### config.mk
export PLATFORM = sky130hd
export DESIGN_NAME = dual_core_mailbox_fifo
export DESIGN_NICKNAME = d
export VERILOG_FILES = /design/src/rtl/core/mbx_pkg.sv /design/src/rtl/core/mbx_ring.sv /design/src/rtl/core/mbx_ctrl.sv /design/src/rtl/core/dual_core_mailbox_fifo.sv
export SDC_FILE = /design/constraint.sdc
export NUM_CORES = 2
export LEC_CHECK = 0
export BUFFER_PORTS_ARGS = -buffer_cell sky130_fd_sc_hd__buf_2
export CORE_AREA = 2 2 341 343
export DETAILED_ROUTE_END_ITERATION = 16
export DIE_AREA = 0 0 343 345
export GPL_TIMING_DRIVEN = 0
export HOLD_SLACK_MARGIN = 0.08
export PLACE_DENSITY_LB_ADDON = 0.1
export SETUP_SLACK_MARGIN = 0.02
export SKIP_LAST_GASP = 1
export SLEW_MARGIN = 40
export SYNTH_ARGS = -nofsm -noshare
export SYNTH_HDL_FRONTEND = slang
export SYNTH_SLANG_ARGS = --single-unit
### constraint.sdc
create_clock -name aclk -period 17.8 [get_ports aclk]
set_clock_uncertainty 0.05 [all_clocks]
set_input_delay 0 -clock aclk [delete_from_list [all_inputs] [get_ports aclk]]
set_output_delay 0 -clock aclk [all_outputs]
set_load 0.03 [all_outputs]
### src/rtl/core/mbx_pkg.sv
// Package with the types and constants of the dual-core mailbox.
package mbx_pkg;

    localparam int RING_DEPTH = 16;
    localparam int PTR_W      = $clog2(RING_DEPTH);
    localparam int DATA_W     = 32;
    localparam int WAIT_W     = 4;

    localparam logic [1:0] MODE_PUSH  = 2'd0;
    localparam logic [1:0] MODE_POP   = 2'd1;
    localparam logic [1:0] MODE_DRAIN = 2'd2;

    typedef struct packed {
        logic              core;
        logic [1:0]        mode;
        logic [DATA_W-1:0] wr_data;
    } req_t;

    typedef struct packed {
        logic              ok;
        logic [DATA_W-1:0] rd_data;
        logic [WAIT_W-1:0] waiting;
        logic              doorbell;
        logic              doorbell_channel;
    } rsp_t;

    typedef struct packed {
        logic              we;
        logic [PTR_W-1:0]  waddr;
        logic [DATA_W-1:0] wdata;
        logic              re;
        logic [PTR_W-1:0]  raddr;
    } ring_ctl_t;

    typedef struct packed {
        logic              ok;
        logic [WAIT_W-1:0] waiting;
        logic              doorbell;
        logic              doorbell_channel;
        logic              pop_ok;
        logic              pop_core;
    } meta_t;

endpackage

### src/rtl/core/mbx_ring.sv
// Ring storage for one mailbox direction with a registered read port.
module mbx_ring (
    input  logic                          aclk,
    input  mbx_pkg::ring_ctl_t            ctl,
    output logic [mbx_pkg::DATA_W-1:0]    rd_data
);
    import mbx_pkg::*;

    logic [DATA_W-1:0] mem_reg [RING_DEPTH];
    logic [DATA_W-1:0] rd_data_reg;

    always_ff @(posedge aclk) begin
        if (ctl.we) begin
            mem_reg[ctl.waddr] <= ctl.wdata;
        end
        if (ctl.re) begin
            rd_data_reg <= mem_reg[ctl.raddr];
        end
    end

    assign rd_data = rd_data_reg;

endmodule

### src/rtl/core/mbx_ctrl.sv
// Ring pointers, full and empty decisions, and result status register.
module mbx_ctrl (
    input  logic               aclk,
    input  logic               aresetn,
    input  logic               fire,
    input  mbx_pkg::req_t      req,
    output mbx_pkg::ring_ctl_t ring0_ctl,
    output mbx_pkg::ring_ctl_t ring1_ctl,
    output mbx_pkg::meta_t     meta
);
    import mbx_pkg::*;

    logic [PTR_W-1:0] wp_reg [2];
    logic [PTR_W-1:0] rp_reg [2];
    logic [PTR_W-1:0] wp_next [2];
    logic [PTR_W-1:0] rp_next [2];
    logic [PTR_W-1:0] push_ptr;
    logic [PTR_W-1:0] fill;
    logic             rx;
    logic             tx;
    logic             full;
    logic             empty;
    ring_ctl_t        ctl [2];
    meta_t            meta_reg;
    meta_t            meta_next;

    assign rx = req.core;
    assign tx = ~req.core;

    always_comb begin
        wp_next   = wp_reg;
        rp_next   = rp_reg;
        meta_next = '0;
        ctl[0]    = '0;
        ctl[1]    = '0;
        push_ptr  = wp_reg[tx] + PTR_W'(1);
        full      = (push_ptr == rp_reg[tx]);
        empty     = (rp_reg[rx] == wp_reg[rx]);
        case (req.mode)
            MODE_PUSH: begin
                if (!full) begin
                    wp_next[tx]                = push_ptr;
                    meta_next.ok               = 1'b1;
                    meta_next.doorbell         = 1'b1;
                    meta_next.doorbell_channel = req.core;
                    ctl[tx].we                 = fire;
                    ctl[tx].waddr              = wp_reg[tx];
                    ctl[tx].wdata              = req.wr_data;
                end
            end
            MODE_POP: begin
                if (!empty) begin
                    rp_next[rx]      = rp_reg[rx] + PTR_W'(1);
                    meta_next.ok     = 1'b1;
                    meta_next.pop_ok = 1'b1;
                    ctl[rx].re       = fire;
                    ctl[rx].raddr    = rp_reg[rx];
                end
            end
            MODE_DRAIN: begin
                rp_next[rx] = wp_reg[rx];
            end
            default: begin
            end
        endcase
        fill               = wp_next[rx] - rp_next[rx];
        meta_next.waiting  = WAIT_W'(fill);
        meta_next.pop_core = req.core;
    end

    always_ff @(posedge aclk) begin
        if (!aresetn) begin
            wp_reg[0] <= '0;
            wp_reg[1] <= '0;
            rp_reg[0] <= '0;
            rp_reg[1] <= '0;
        end else if (fire) begin
            wp_reg <= wp_next;
            rp_reg <= rp_next;
        end
    end

    always_ff @(posedge aclk) begin
        if (fire) begin
            meta_reg <= meta_next;
        end
    end

    assign ring0_ctl = ctl[0];
    assign ring1_ctl = ctl[1];
    assign meta      = meta_reg;

endmodule

### src/rtl/core/dual_core_mailbox_fifo.sv
// Results are registered. Throughput: one request per cycle while no reply is held back
// by m_ready; the input register and the ring pointer update with its buffer access set
// that figure, and each ring has one write and one read port. Reset clears the ring
// pointers and both valid flags; ring contents stay undefined until written, and
// requests are taken as soon as reset is released.
module dual_core_mailbox_fifo (
    input  logic          aclk,
    input  logic          aresetn,
    input  logic          s_valid,
    output logic          s_ready,
    input  mbx_pkg::req_t s_req,
    output logic          m_valid,
    input  logic          m_ready,
    output mbx_pkg::rsp_t m_rsp
);
    import mbx_pkg::*;

    logic              in_valid_reg;
    req_t              req_reg;
    logic              m_valid_reg;
    logic              advance;
    logic              fire;
    ring_ctl_t         ring0_ctl;
    ring_ctl_t         ring1_ctl;
    meta_t             meta;
    logic [DATA_W-1:0] ring0_rd;
    logic [DATA_W-1:0] ring1_rd;

    assign advance = !m_valid_reg || m_ready;
    assign fire    = in_valid_reg && advance;
    assign s_ready = !in_valid_reg || advance;

    always_ff @(posedge aclk) begin
        if (!aresetn) begin
            in_valid_reg <= 1'b0;
            m_valid_reg  <= 1'b0;
        end else begin
            if (s_ready) begin
                in_valid_reg <= s_valid;
            end
            if (advance) begin
                m_valid_reg <= in_valid_reg;
            end
        end
    end

    always_ff @(posedge aclk) begin
        if (s_valid && s_ready) begin
            req_reg <= s_req;
        end
    end

    mbx_ctrl u_ctrl (
        .aclk      (aclk),
        .aresetn   (aresetn),
        .fire      (fire),
        .req       (req_reg),
        .ring0_ctl (ring0_ctl),
        .ring1_ctl (ring1_ctl),
        .meta      (meta)
    );

    mbx_ring u_ring_to_core0 (
        .aclk    (aclk),
        .ctl     (ring0_ctl),
        .rd_data (ring0_rd)
    );

    mbx_ring u_ring_to_core1 (
        .aclk    (aclk),
        .ctl     (ring1_ctl),
        .rd_data (ring1_rd)
    );

    always_comb begin
        m_rsp                  = '0;
        m_rsp.ok               = meta.ok;
        m_rsp.waiting          = meta.waiting;
        m_rsp.doorbell         = meta.doorbell;
        m_rsp.doorbell_channel = meta.doorbell_channel;
        if (meta.pop_ok) begin
            m_rsp.rd_data = meta.pop_core ? ring1_rd : ring0_rd;
        end
    end

    assign m_valid = m_valid_reg;

endmodule

Yosys cells after proc, flatten, opt, wreduce, memory -nomap -nowiden
Memory sizes are Yosys's and may differ from the RTL's. A register that Yosys moved wholly into a read port is not among the register bits. Cells that the tools add are included.

Register bits after elaboration: 62. Memory bits (read-only): 0. Memory bits (writable): 1024. Memories: 2. Bits in latches: 0. Output and inout port bits: 41. Input port bits: 39.

Memory list: u_ring_to_core0.mem_reg (depth 16, bits a word 32, read ports 1, clocked after Yosys merged registers in 1, write ports 1, RTL line mbx_ring.sv:9) `logic [DATA_W-1:0] mem_reg [RING_DEPTH];`; u_ring_to_core1.mem_reg (depth 16, bits a word 32, read ports 1, clocked after Yosys merged registers in 1, write ports 1, RTL line mbx_ring.sv:9).

Divide/modulo/power cells: 0. Equality and inequality tests: 4. Reductions and logical operators: 10. Shifts and indexed selects: 0. Add/sub/neg operators: 3. Bitwise logic cells: 6. Multiply operators: 0. Multiplexer cells: 55. $lt $le $gt $ge: 4.

Operators by type and width (number): 84-bit bitwise mux (3); 42-bit demux with 1-bit select (5); 84-bit AND (2); 84-bit 2-to-1 mux (2); 84-bit case mux with 2 select lines (1); 4-bit 2-to-1 mux (21); 32-bit 2-to-1 mux (2); 42-bit 2-to-1 mux (1); 41-bit 2-to-1 mux (1); 37-bit 2-to-1 mux (1); 8-bit bitwise mux (3); 8-bit 2-to-1 mux (3); 8-bit case mux with 2 select lines (1); 4-bit by 1-bit adder with 4-bit output (second input constant) (2); 4-bit demux with 1-bit select (2); 4-bit equality test (2); 1-bit 2-to-1 mux (6); 5-bit 2-to-1 mux (1); 2-bit greater-or-equal comparator (second input constant) (2); 1-bit logical AND (4); 2-bit by 1-bit < comparator with 1-bit output (second input constant) (2); 1-bit inverter with 2-bit output (2); 4-bit subtractor (1); 2-bit by 1-bit equality test with 1-bit output (second input constant) (1); 8 further kinds (11).

Depth between registers and ports, before layout
Depth in word-level cells: 13. Gate-level depth with buffers: 16. Gate-level depth less buffers: 15.

Modules after synthesis
A second synthesis with hierarchy kept.

Cells, all modules: 2121. Area, all modules: 44645.3 um^2.

Modules (own cells, without submodules): mbx_ring at u_ring_to_core1 (area an instance 20174.3 um^2, cells each 838, instances 1, seq. area each 16335.7 um^2); mbx_ring at u_ring_to_core0 (area an instance 20155.6 um^2, cells each 838, instances 1, seq. area each 16335.7 um^2); mbx_ctrl (area an instance 2577.5 um^2, cells each 330, instances 1, seq. area each 590.6 um^2); dual_core_mailbox_fifo (area an instance 1737.9 um^2, cells each 115, instances 1, seq. area each 1091.0 um^2).

Worst setup path before layout
No wires, ideal clock.

Kind: register to register. Start: register req_reg[34] in the netlist's numbering. End: memory u_ring_to_core1.mem_reg[4][0], enable pin. Arrival time: 5.032 ns. Path slack: 12.217 ns. Path buffers: 2. Library setup time: 0.502 ns. Period minus slack after synthesis: 5.583 ns. Cell stages (with the launch flop): 9. Data required time: 17.248 ns. Cells stage by stage: edfxtp_1 buf_4 mux2_2 ha_1 xor2_1 o211ai_1 o311ai_2 buf_2 nor4_1.

Longest elaborated chain between the ends: 13. Elaborated cells on any way between the ends: 38. Those cells by class: 1 x add/sub; 2 x order compare; 2 x eq/ne; 27 x mux; 5 x bitwise; 1 x reduce/logical.

RTL lines: start: declaration (RTL line dual_core_mailbox_fifo.sv:19) `req_t req_reg;`; start signal: assignment (RTL line dual_core_mailbox_fifo.sv:49) `req_reg <= s_req;`; parallel branches: the longest is 10 deep, another holds 4-bit by 1-bit adder with 4-bit output; 84-bit case mux with 2 select lines (*) (RTL line mbx_ctrl.sv:39) `case (req.mode)`; 1-bit 2-to-1 mux (RTL line mbx_ring.sv:13) `if (ctl.we) begin`; 1-bit 2-to-1 mux (not written as such) (RTL line mbx_ring.sv:14) `mem_reg[ctl.waddr] <= ctl.wdata;`; end: declaration (RTL line mbx_ring.sv:9).

Every way passes the cells marked *. The select of a mux whose other input is x is not followed.

Worst setup path in the final report
Start: register req_reg[34] in the netlist's numbering. End: memory u_ring_to_core1.mem_reg[9][11], enable pin.

Same word-level chain as after synthesis.

==> metrics.md <==
| Metric | Value |
|---|---|
| Post-synth top cells | `edfxtp_1, mux2i_1, o22ai_1` |
| Ys flop type | `edfxtp_1` |
| WP data required | `18.15 ns` |
| Layout cells sized above 1 | `0.217` |
| Die Span Y | `345 µm` |
| GRT Resource Usage Total | `0.233` |
| Final-report hold violation count | `0` |
| Critical Path AT | `5.04 ns` |
| Maximum VDD drop | `0.0819 mV` |
| Die area | `118000 µm²` |
| Multi-input gate area | `10600 µm²` |
| Pwr/cell area | `103 nW/µm²` |
| Clk sinks | `1150` |
| PortBufs | `79` |
| DP Wirelength | `101 mm` |
| Layout area overhead | `19.2%` |
| Mapped Nets | `2713` |
| Num rows | `125` |
| MaxCap Viol Count | `0` |
| Critical path type | `reg2reg` |
| Register area | `34400 µm²` |
| Worst slew margin | `0.391` |
| Reg-to-Reg End | `u_ring_to_core1.mem_reg[9][11]` |
| RSZ-0062 raised after global routing | `false` |
| Leakage | `18.2 nW` |
| Initial antenna violation count | `14` |
| Final setup fails | `0` |
| WL met2 | `68.7 mm` |
| Hold Path Class | `in2reg` |
| CTS tree | `done` |
| Synthesized flop and latch total | `1150` |
| Synth async-reset ratio | `0` |
| Average cell area after synthesis | `17.1 µm²` |
| Synth warn | `0` |
| Worst setup EP type | `register` |
| H-tree lvl count | `3` |
| Synth top area share | `0.744` |
| Routed WL per cell | `28.8 µm` |
| Hold Path Origin | `s_valid` |
| Clk_lat worst skew | `0.70 ns` |
| Worst r2r path cells | `14` |
| Clock transition at path regs | `0.06 ns` |
| Placer Congestion | `0.879` |
| Largest area contributor in the netlist | `edfxtp_1` |
| WHS | `0.258 ns` |
| Initial Utilization | `0.397` |
| Hold endpoint | `req_reg[26]` |
| Crit path time final | `4.69 ns` |
| Num CTS Buffers | `119` |
| Cts repair resizes | `0` |
| Setup Buffers After CTS | `0` |
| Antenna viol nets, final | `0` |
| Total congestion overflow | `0` |
| Place WS | `13.10 ns` |
| Largest net degree at the start of global routing | `27` |
| First-pass GRT wire length | `196 mm` |
| Startpoint types | `register` |
| Register area share after synthesis | `0.752` |
| FF-to-FF setup slack | `13.11 ns` |
| Most frequent cell after synthesis | `edfxtp_1` |
| Core area | `115000 µm²` |
| Slew @ Worst Pin | `0.914 ns` |
| Synth Cell Area | `45700 µm²` |
| CTS root buf | `clkbuf_16` |
| Final #Nets | `3242` |
| Clock buffer depth | `3` |
| Peak Freq | `213 MHz` |
| WL met1 | `59.3 mm` |
| Worst Setup SP | `req_reg[34]` |
| Hold path depth | `3` |
| Period utilization | `0.264` |
| DR vias/cell | `5.56` |
| Setup_tns | `0 ns` |
| Top Layer Used | `met5` |
| Routed wire length | `139 mm` |
| Vias in the first global route | `26600` |
| Reg2reg start | `req_reg[34]` |
| Die width | `343 µm` |
| CP Max Fanout | `10` |
| Wire length on met3 | `8.38 mm` |
| Slew Viols, Final | `0` |
| Total number of vias | `26900` |
| Mapped Cells | `2665` |
| Number of synthesized flops with an enable pin | `1132` |
| Final WS setup | `13.11 ns` |
| Top area cells in the synthesized netlist | `edfxtp_1, mux2i_1, o22ai_1, and2_1, nand2_1` |
| Number of I/O pins | `80` |
| First-pass DRT Iterations | `6` |
| Fill count | `9947` |
| Status | `completed` |
| Library cells used by synthesis | `76` |
| DR iter-0 viols | `2723` |
| Drt drc | `0` |
==> worst max-delay path by stage <==
stage | depth (start not counted) | slack [ns] | to
floorplan | 8 | 12.22 | u_ring_to_core1.mem_reg[4][0]
global placement | 9 | 6.84 | u_ring_to_core0.mem_reg[1][13]
detailed placement | 14 | 13.10 | u_ring_to_core1.mem_reg[9][14]
CTS | 14 | 13.10 | u_ring_to_core1.mem_reg[9][11]
global route | 14 | 12.96 | u_ring_to_core1.mem_reg[9][11]
finish | 14 | 13.11 | u_ring_to_core1.mem_reg[9][11]
==> cells by family after synthesis <==
family / Yosys count / synth area share
fa+ha+maj: 9 / 0.00263
mux: 418 / 0.0969
flops: 1150 / 0.752
compound gates: 440 / 0.0713
simple gates: 433 / 0.0509
xor+xnor: 22 / 0.00518
buf+inv: 193 / 0.0208
==> worst max-delay path, cell delays in order, from the launching register on <==
cell,delay [ns]
edfxtp_1,0.43
buf_4,0.25
mux2_2,0.37
ha_1,0.32
xor2_1,0.17
o211ai_1,0.27
o311ai_2,0.27
buf_2,0.30
nor4_2,0.66
buf_4,0.27
buf_2,0.21
buf_2,0.23
buf_2,0.19
buf_2,0.19
buf_2,0.18
==> layout make-up <==
cell class                 count  area share
clock inverter                82      0.0130
sequential                  1150       0.631
multi-input combinational   1322       0.195
inverter                      17     0.00117
timing repair buffer         408      0.0502
clock buffer                 141      0.0574
buffer                       176      0.0168
antenna                       10    0.000460
tap                         1524      0.0350
==> metal layers <==
| metal | up-vias | track usage |
|---|---|---|
| met4 | 4 | 0.0571 |
| met1 | 13900 | 0.317 |
| met3 | 189 | 0.0363 |
| li1 | 11800 | - |
| met5 | - | 0 |
| met2 | 958 | 0.391 |
==> cells in the final DEF, fill, tap and decap left out, types with 23 or more instances in the layout <==
cell type / instances
buf_2: 299
clkbuf_16: 122
nor2_1: 42
buf_4: 94
mux2i_1: 368
and2_1: 69
edfxtp_1: 1132
nand2_1: 105
a211oi_1: 25
mux2_2: 34
dlygate4sd3_1: 77
o22ai_1: 169
clkbuf_1: 88
o21ai_0: 26
nand3_1: 26
clkinv_2: 23
and3_1: 29
nor2b_1: 38
clkinv_1: 39
or4_1: 27
==> report_power, final <==
group | total, mW | switching [mW] | internal [mW]
logic | 0.166 | 0.110 | 0.0560
clock network | 2.45 | 1.03 | 1.42
registers | 2.98 | 0.0134 | 2.96
total | 5.59 | 1.15 | 4.44
==> stage by stage <==
stage,utilization,cells,power [mW],area (µm²)
after floorplan,-,2665,3.11,45700
after global placement,0.417,4268,3.18,48000
after detailed placement,0.433,4520,3.19,49800
after CTS,0.473,4820,5.63,54400
after global routing,0.473,4820,5.74,54400
final,0.473,4830,5.59,54400
==> what timing repair did <==
action / in CTS / in global routing
hold buffers: 77 / 0
hold endpoints to repair: 88 / 0
endpoints found under the setup margin: 0 / 0
Power figures use the tool's default switching activity.
